==> src/hdl/ipc_pkg.sv <==
// shared constants and types for the inversion partition checker
package ipc_pkg;

    localparam int MAX_LEN     = 32;
    localparam int VALUE_BITS  = 16;
    localparam int TOTAL_W     = 9;
    localparam int IDX_W       = $clog2(MAX_LEN);
    localparam int CNT_W       = $clog2(MAX_LEN + 1);
    localparam int MAX_PAIRS   = (MAX_LEN * (MAX_LEN - 1)) / 2;
    localparam int PAIR_W      = $clog2(MAX_PAIRS + 1);
    localparam int WORD_W      = 64;
    localparam int REACH_WORDS = MAX_PAIRS / WORD_W + 1;
    localparam int REACH_W     = REACH_WORDS * WORD_W;
    localparam int RIDX_W      = $clog2(REACH_W);
    localparam int WS_W        = (REACH_WORDS > 1) ? $clog2(REACH_WORDS) : 1;

    typedef logic [VALUE_BITS-1:0] t_value;
    typedef logic [IDX_W-1:0]      t_idx;
    typedef logic [CNT_W-1:0]      t_cnt;
    typedef logic [PAIR_W-1:0]     t_pair;

    // controls from the sequencer to the bitset unit
    typedef struct packed {
        logic clear;
        logic step;
        logic last_word;
    } t_reach_ctl;

endpackage

==> src/hdl/inversion_partition_checker_unit.sv <==
// top level of the inversion partition checker
//
// Takes one element per input beat, the last beat of a sequence marked, and
// returns one result beat per sequence: whether some subset of the
// per-element inversion counts adds up to the total inversion count, that
// total, and an overflow flag for elements dropped beyond MAX_LEN. For an
// arriving element one shared comparator walks the stored elements one per
// cycle, then the element is stored. A last beat adds the subset-sum pass,
// which goes over the 512-bit bitset once per stored element (a 64-bit
// funnel shifter takes one word a cycle), then loads the result register
// once it is free. Input stall stays high after an accepted beat until the
// unit is idle again, for a last beat through the pass and the result load.
// The result sits in an output register, so the next sequence can start
// while it waits to be taken.
module inversion_partition_checker_unit (
    input  logic                           i_clk,
    input  logic                           i_rst_n,
    // input channel
    input  logic                           i_valid,
    output logic                           o_stall,
    input  logic [ipc_pkg::VALUE_BITS-1:0] i_value,
    input  logic                           i_last,
    // result channel
    output logic                           o_valid,
    input  logic                           i_stall,
    output logic                           o_split_possible,
    output logic [ipc_pkg::TOTAL_W-1:0]    o_total_inversions,
    output logic                           o_overflow
);
    import ipc_pkg::*;

    typedef enum logic [2:0] {
        S_IDLE,
        S_CMP,
        S_STORE,
        S_SUM,
        S_DONE
    } t_state;

    t_state r_state, n_state;

    // element storage, only written entries are ever read
    t_value r_values [MAX_LEN];
    t_idx   r_counts [MAX_LEN];

    // current beat and sequence state
    t_value r_value, n_value;
    logic   r_last, n_last;
    t_cnt   r_count, n_count;
    t_idx   r_idx, n_idx;
    t_idx   r_mine, n_mine;
    t_pair  r_pair, n_pair;
    logic   r_drop, n_drop;
    logic [WS_W-1:0] r_ws, n_ws;

    // result register
    logic               r_out_valid, n_out_valid;
    logic               r_out_split, n_out_split;
    logic [TOTAL_W-1:0] r_out_total, n_out_total;
    logic               r_out_ovf, n_out_ovf;

    logic       w_in_acc;
    logic       w_out_take;
    logic       w_full;
    logic       w_cmp_hit;
    logic       w_idx_last;
    logic       w_ws_last;
    logic       w_hit;
    t_reach_ctl w_ctl;

    assign o_stall    = (r_state != S_IDLE);
    assign w_in_acc   = i_valid & ~o_stall;
    assign w_out_take = r_out_valid & ~i_stall;
    assign w_full     = (r_count == CNT_W'(MAX_LEN));

    // shared comparator: one stored element against the new one
    assign w_cmp_hit  = (r_values[r_idx] > r_value);
    assign w_idx_last = ((CNT_W'(r_idx) + CNT_W'(1)) == r_count);
    assign w_ws_last  = (r_ws == WS_W'(REACH_WORDS - 1));

    ipc_reach u_reach (
        .i_clk   (i_clk),
        .i_rst_n (i_rst_n),
        .i_ctl   (w_ctl),
        .i_shift (r_counts[r_idx]),
        .i_query (r_pair),
        .o_hit   (w_hit)
    );

    always_comb begin
        n_state     = r_state;
        n_value     = r_value;
        n_last      = r_last;
        n_count     = r_count;
        n_idx       = r_idx;
        n_mine      = r_mine;
        n_pair      = r_pair;
        n_drop      = r_drop;
        n_ws        = r_ws;
        n_out_valid = r_out_valid;
        n_out_split = r_out_split;
        n_out_total = r_out_total;
        n_out_ovf   = r_out_ovf;
        w_ctl       = '0;

        if (w_out_take) begin
            n_out_valid = 1'b0;
        end

        case (r_state)
            S_IDLE: begin
                if (w_in_acc) begin
                    n_value = i_value;
                    n_last  = i_last;
                    n_idx   = '0;
                    n_mine  = '0;
                    n_ws    = '0;
                    if (!w_full) begin
                        n_state = (r_count == '0) ? S_STORE : S_CMP;
                    end else begin
                        // sequence full: drop the element, a last beat still ends it
                        n_drop  = 1'b1;
                        n_state = i_last ? S_SUM : S_IDLE;
                    end
                end
            end
            S_CMP: begin
                if (w_cmp_hit) begin
                    n_mine = r_mine + 1'b1;
                end
                n_idx = r_idx + 1'b1;
                if (w_idx_last) begin
                    n_state = S_STORE;
                end
            end
            S_STORE: begin
                n_pair  = r_pair + PAIR_W'(r_mine);
                n_count = r_count + 1'b1;
                n_idx   = '0;
                n_ws    = '0;
                n_state = r_last ? S_SUM : S_IDLE;
            end
            S_SUM: begin
                // one bitset word per cycle, shifted by the current element's count
                w_ctl.step      = 1'b1;
                w_ctl.last_word = w_ws_last;
                n_ws            = r_ws + 1'b1;
                if (w_ws_last) begin
                    n_ws  = '0;
                    n_idx = r_idx + 1'b1;
                    if (w_idx_last) begin
                        n_state = S_DONE;
                    end
                end
            end
            S_DONE: begin
                if (!r_out_valid || w_out_take) begin
                    n_out_valid = 1'b1;
                    n_out_split = w_hit;
                    n_out_total = TOTAL_W'(r_pair);
                    n_out_ovf   = r_drop;
                    // back to an empty sequence
                    w_ctl.clear = 1'b1;
                    n_count     = '0;
                    n_pair      = '0;
                    n_drop      = 1'b0;
                    n_state     = S_IDLE;
                end
            end
            default: begin
                n_state = S_IDLE;
            end
        endcase
    end

    always_ff @(posedge i_clk) begin
        if (!i_rst_n) begin
            r_state     <= S_IDLE;
            r_count     <= '0;
            r_pair      <= '0;
            r_drop      <= 1'b0;
            r_idx       <= '0;
            r_ws        <= '0;
            r_out_valid <= 1'b0;
        end else begin
            r_state     <= n_state;
            r_count     <= n_count;
            r_pair      <= n_pair;
            r_drop      <= n_drop;
            r_idx       <= n_idx;
            r_ws        <= n_ws;
            r_out_valid <= n_out_valid;
        end
        r_value     <= n_value;
        r_last      <= n_last;
        r_mine      <= n_mine;
        r_out_split <= n_out_split;
        r_out_total <= n_out_total;
        r_out_ovf   <= n_out_ovf;
    end

    // element storage updates
    always_ff @(posedge i_clk) begin
        if (r_state == S_CMP && w_cmp_hit) begin
            r_counts[r_idx] <= r_counts[r_idx] + 1'b1;
        end
        if (r_state == S_STORE) begin
            r_values[r_count[IDX_W-1:0]] <= r_value;
            r_counts[r_count[IDX_W-1:0]] <= r_mine;
        end
    end

    assign o_valid            = r_out_valid;
    assign o_split_possible   = r_out_split;
    assign o_total_inversions = r_out_total;
    assign o_overflow         = r_out_ovf;

endmodule

==> src/hdl/ipc_reach.sv <==
// reachable-sum bitset with a word-serial shift-or unit
module ipc_reach (
    input  logic                 i_clk,
    input  logic                 i_rst_n,
    input  ipc_pkg::t_reach_ctl  i_ctl,
    input  ipc_pkg::t_idx        i_shift,
    input  ipc_pkg::t_pair       i_query,
    output logic                 o_hit
);
    import ipc_pkg::*;

    logic [REACH_W-1:0]        r_bits;
    logic [REACH_W-1:0]        n_bits;
    logic [REACH_W+WORD_W-1:0] w_ext;
    logic [WORD_W-1:0]         w_top;
    logic [WORD_W-1:0]         w_below;
    logic [WORD_W-1:0]         w_new;
    logic [2*WORD_W-1:0]       w_pair;

    // top word is worked on, then rotated to the bottom
    assign w_ext   = {r_bits, WORD_W'(0)};
    assign w_top   = r_bits[REACH_W-1 -: WORD_W];
    assign w_below = i_ctl.last_word ? '0 : w_ext[REACH_W-1 -: WORD_W];
    assign w_pair  = {w_top, w_below} << i_shift;
    assign w_new   = w_top | w_pair[2*WORD_W-1 -: WORD_W];

    always_comb begin
        n_bits = r_bits;
        if (i_ctl.clear) begin
            n_bits = REACH_W'(1);
        end else if (i_ctl.step) begin
            n_bits = (r_bits << WORD_W) | REACH_W'(w_new);
        end
    end

    always_ff @(posedge i_clk) begin
        if (!i_rst_n) begin
            r_bits <= REACH_W'(1);
        end else begin
            r_bits <= n_bits;
        end
    end

    assign o_hit = (i_query == '0) | r_bits[RIDX_W'(i_query)];

endmodule

==> config.mk <==
export PLATFORM = sky130hd
export DESIGN_NAME = inversion_partition_checker_unit
export DESIGN_NICKNAME = d
export VERILOG_FILES = /design/src/hdl/ipc_pkg.sv /design/src/hdl/inversion_partition_checker_unit.sv /design/src/hdl/ipc_reach.sv
export SDC_FILE = /design/constraint.sdc
export NUM_CORES = 2
export LEC_CHECK = 0
export ABC_AREA = 1
export BUFFER_PORTS_ARGS = -buffer_cell sky130_fd_sc_hd__buf_2
export CORE_MARGIN = 1.5
export CORE_UTILIZATION = 45
export DETAILED_ROUTE_END_ITERATION = 7
export SYNTH_ARGS = -nofsm -noshare
export SYNTH_HDL_FRONTEND = slang
export SYNTH_SLANG_ARGS = --single-unit
export TNS_END_PERCENT = 20
==> constraint.sdc <==
create_clock -name i_clk -period 4.5 [get_ports i_clk]
set_input_delay 0.225 -clock i_clk [delete_from_list [all_inputs] [get_ports i_clk]]
set_output_delay 0.225 -clock i_clk [all_outputs]
set_load 0.01 [all_outputs]
==> metrics.txt <==
status finished, final reports clean; Pint 24.2 mW; sequential fraction of the synthesis area 56.0%; Synth Area in Compound Gates 14.5%; Leak around 22 nW; Syn Area/Cell ~8.5 um^2; Fin. Hold Viols 0; Peak VDD IR 768 uV; largest family of logic cells by synthesized area simple AND/OR/NAND/NOR gates; Net Sw Power 16.5 mW; Tightest Pin Transition 1.20 ns; final antenna-violating net count 0; Clock Tree Root clkbuf_16; Synth Area in Adders 0.691%; synthesized area 0.0573 mm^2; uppermost layer routed met4; clock latency on the worst-skew pair 0.78 ns; Rows 130; global placer's final weighted congestion 0.986; DRC Markers 0; Worst Path Required 4.93 ns; Power Density between 600 and 700 mW/mm^2; Clock Path Buffers 3; endpoint class of the critical path flip-flop; Post-DP HPWL around 120000 um; Worst Setup Slack, final 0.173 ns; kind of critical path reg2reg; final setup fails 0; PortBufs 33; clk sinks 1250; initial antenna violation count 2; crit path DAT 4.76 ns; grt ovf 0; part of the cycle the worst path needs 96.2%; final WL 186000 um; Synth Area in XOR/XNOR less than 1%; Post-Syn Nets between 6000 and 7000; WHS 0.156 ns; fin util 50.8%; final total power 40.7 mW; WL met1 between 70000 and 80000 um; post-synthesis mux area share 0.122%; Post-Synthesis Cells 6728; H-tree Lvls 4; wire per inst 22.4 um; die width approximately 360 um; fin nets 6613; TritonRoute pass-1 iters 7; Die Y-Extent 360 um; Clk pin slew, worst setup/hold paths 0.06 ns; Hold Path Class in2reg; metal2 WL 88800 um; sequential share of power 33.3%; gr usage total between 20 and 30%; Setup Fix Bufs, Post-CTS 0; vias in the first global route 46281; CTS tree built; Fmax 0.231 GHz; area grow syn2layout 11.6%; Tmin final 4.33 ns; via count 48833; share of layout cells above drive strength 1 6.90%; Max-slew headroom 20.0%; dpl cell area 0.0591 mm^2; CP Launch Type flip-flop; Syn. warnings 0; Initial DRC Count 5310; largest net degree at the start of global routing between 150 and 200; placed cells slightly above 8000; Fin Setup TNS 0 ns; clk_skew 0.0533 ns; fill cell count 11855; clock power share roughly 28%; Net Sw Frac 40.5%; Core Area 0.126 mm^2; first-pass GRT wire length 284000 um; I/O pins 34; DR WL met3 12000 um; top fanout value on the critical path 60; Die ar. 0.129 mm^2; pre-CTS setup slack 0.0563 ns; CTS Buf Count 136; Gate power share 38.9%; Synth cell types 38; vias per cell 5.87; Starting Density 45.5%; Final Non-Filler Cells 8322; MaxCap Viol Count 0; simple-gate share of the synthesized area 23.2%; Yosys reg bits 1250; unrepaired setup endpoints after global routing true; Final Max Slew Viols 0; post-route cell area roughly 0.064 mm^2
==> final timing paths <==
| check | startpoint | cells after the start | to | slack, ns |
|---|---|---|---|---|
| worst max register to register | flip-flop | 16 | r_counts[4][4] | 0.17 |
| worst min register to register | u_reach.r_bits[38] | 2 | u_reach.r_bits[102] | 0.44 |
| worst max-delay path | flip-flop | 16 | r_counts[4][4] | 0.17 |
| worst min-delay path | i_value[4] | 2 | r_value[4] | 0.16 |
==> layer usage <==
| layer | vias to the layer above | GRT usage (%) |
|---|---|---|
| li1 | 23056 | - |
| met1 | 23550 | 35.7 |
| met2 | 1856 | 46.1 |
| met3 | 371 | 4.13 |
| met4 | 0 | 16.3 |
| met5 | - | 0 |
==> critical path: stages (launching register included) <==
cell and delay [ns]:
dfxtp_4 0.44, clkinv_8 0.24, buf_12 0.27, o21ai_0 0.17
o22ai_1 0.08, o21ai_0 0.59, a32oi_1 0.13, ha_1 0.34
nand2_1 0.05, nor3_1 0.28, nand2_1 0.10, o2111ai_1 0.10
nand2_1 0.21, nand2_1 0.27, nand3_1 0.11, buf_4 0.23
nor2_1 0.35
==> timing repair <==
action / 4_1_cts / 5_1_grt
endpoints found under the setup margin: 0 / 160
hold buffers: 21 / 0
hold endpoints to repair: 38 / 0
gates resized for setup: 0 / 23
==> synthesized netlist by cell type, drive strengths merged <==
library cell	count	area [um^2]
buf	148	811
o2111ai	1	8.76
fa	1	20.0
dfxtp	545	10900
nor3b	2	15.0
o31ai	1	7.51
a31oi	19	119
edfxtp	705	21200
clkbuf	372	1400
inv	215	807
nand2	1456	5470
nor2	792	2970
a21oi	581	2910
clkinv	3	11.3
nand3	928	4640
or2	2	12.5
ha	30	375
o211ai	18	135
a32oi	14	123
nand4	9	56.3
nand3b	8	60.1
xnor2	4	35.0
xor2	7	61.3
a32o	1	10.0
o211a	3	30.0
mux2i	7	70.1
o22ai	80	500
nor3	7	35.0
o311ai	1	8.76
o221ai	164	1440
o21ai	600	3000
a211oi	4	30.0
==> cell families after synthesis <==
group	after synthesis
AOI/OAI and AO/OA	1487
xor gates and xnor gates	11
adders and majority gates	31
buffers and inverters	738
DFF	1250
muxes	7
and+or+nand+nor	3204
==> registers in the layout (all words and copies together) (netlist names), named ones only <==
register / flops
r_values: 512
u_reach.r_bits: 512
r_counts: 160
r_value: 16
o_total_inversions: 9
r_pair: 9
r_count: 6
r_idx: 5
r_mine: 5
r_state: 3
r_ws: 3
o_overflow: 1
o_split_possible: 1
o_valid: 1
r_drop: 1
r_last: 1
==> area by class of cell <==
cell class / count / area [um^2] / share of cell area (%)
antenna: 1 / 2.50 / 0.00391
clock inverter: 56 / 708 / 1.11
tap: 1650 / 2060 / 3.23
timing repair buffer: 215 / 2030 / 3.18
multi-input combinational: 4740 / 22300 / 34.9
clock buffer: 192 / 3840 / 6.00
inverter: 218 / 850 / 1.33
sequential: 1250 / 32100 / 50.2
==> cell usage in the layout (no fill, tap or decap), types with 16 or more instances in the layout <==
master            n
nand2_1        1449
nand3_1         926
nor2_1          771
edfxtp_1        705
a21oi_1         581
o21ai_0         579
dfxtp_1         538
inv_1           206
o221ai_1        164
clkbuf_16       139
buf_4           125
o22ai_1          80
clkbuf_1         37
buf_12           36
buf_2            33
ha_1             30
clkinv_2         22
nor2_2           21
dlygate4sd3_1    21
o211ai_1         18
clkbuf_8         16
==> power by group through the flow <==
stage / Combinational [mW] / Clock, mW / Sequential, mW
floorplan: 10.4 / 0 / 13.8
global placement: 15.5 / 0 / 13.8
detailed placement: 15.6 / 0 / 13.8
CTS: 15.6 / 11.5 / 13.6
global route: 17.3 / 12.0 / 13.6
finish: 15.8 / 11.3 / 13.6
(Power assumes the default switching activity.)
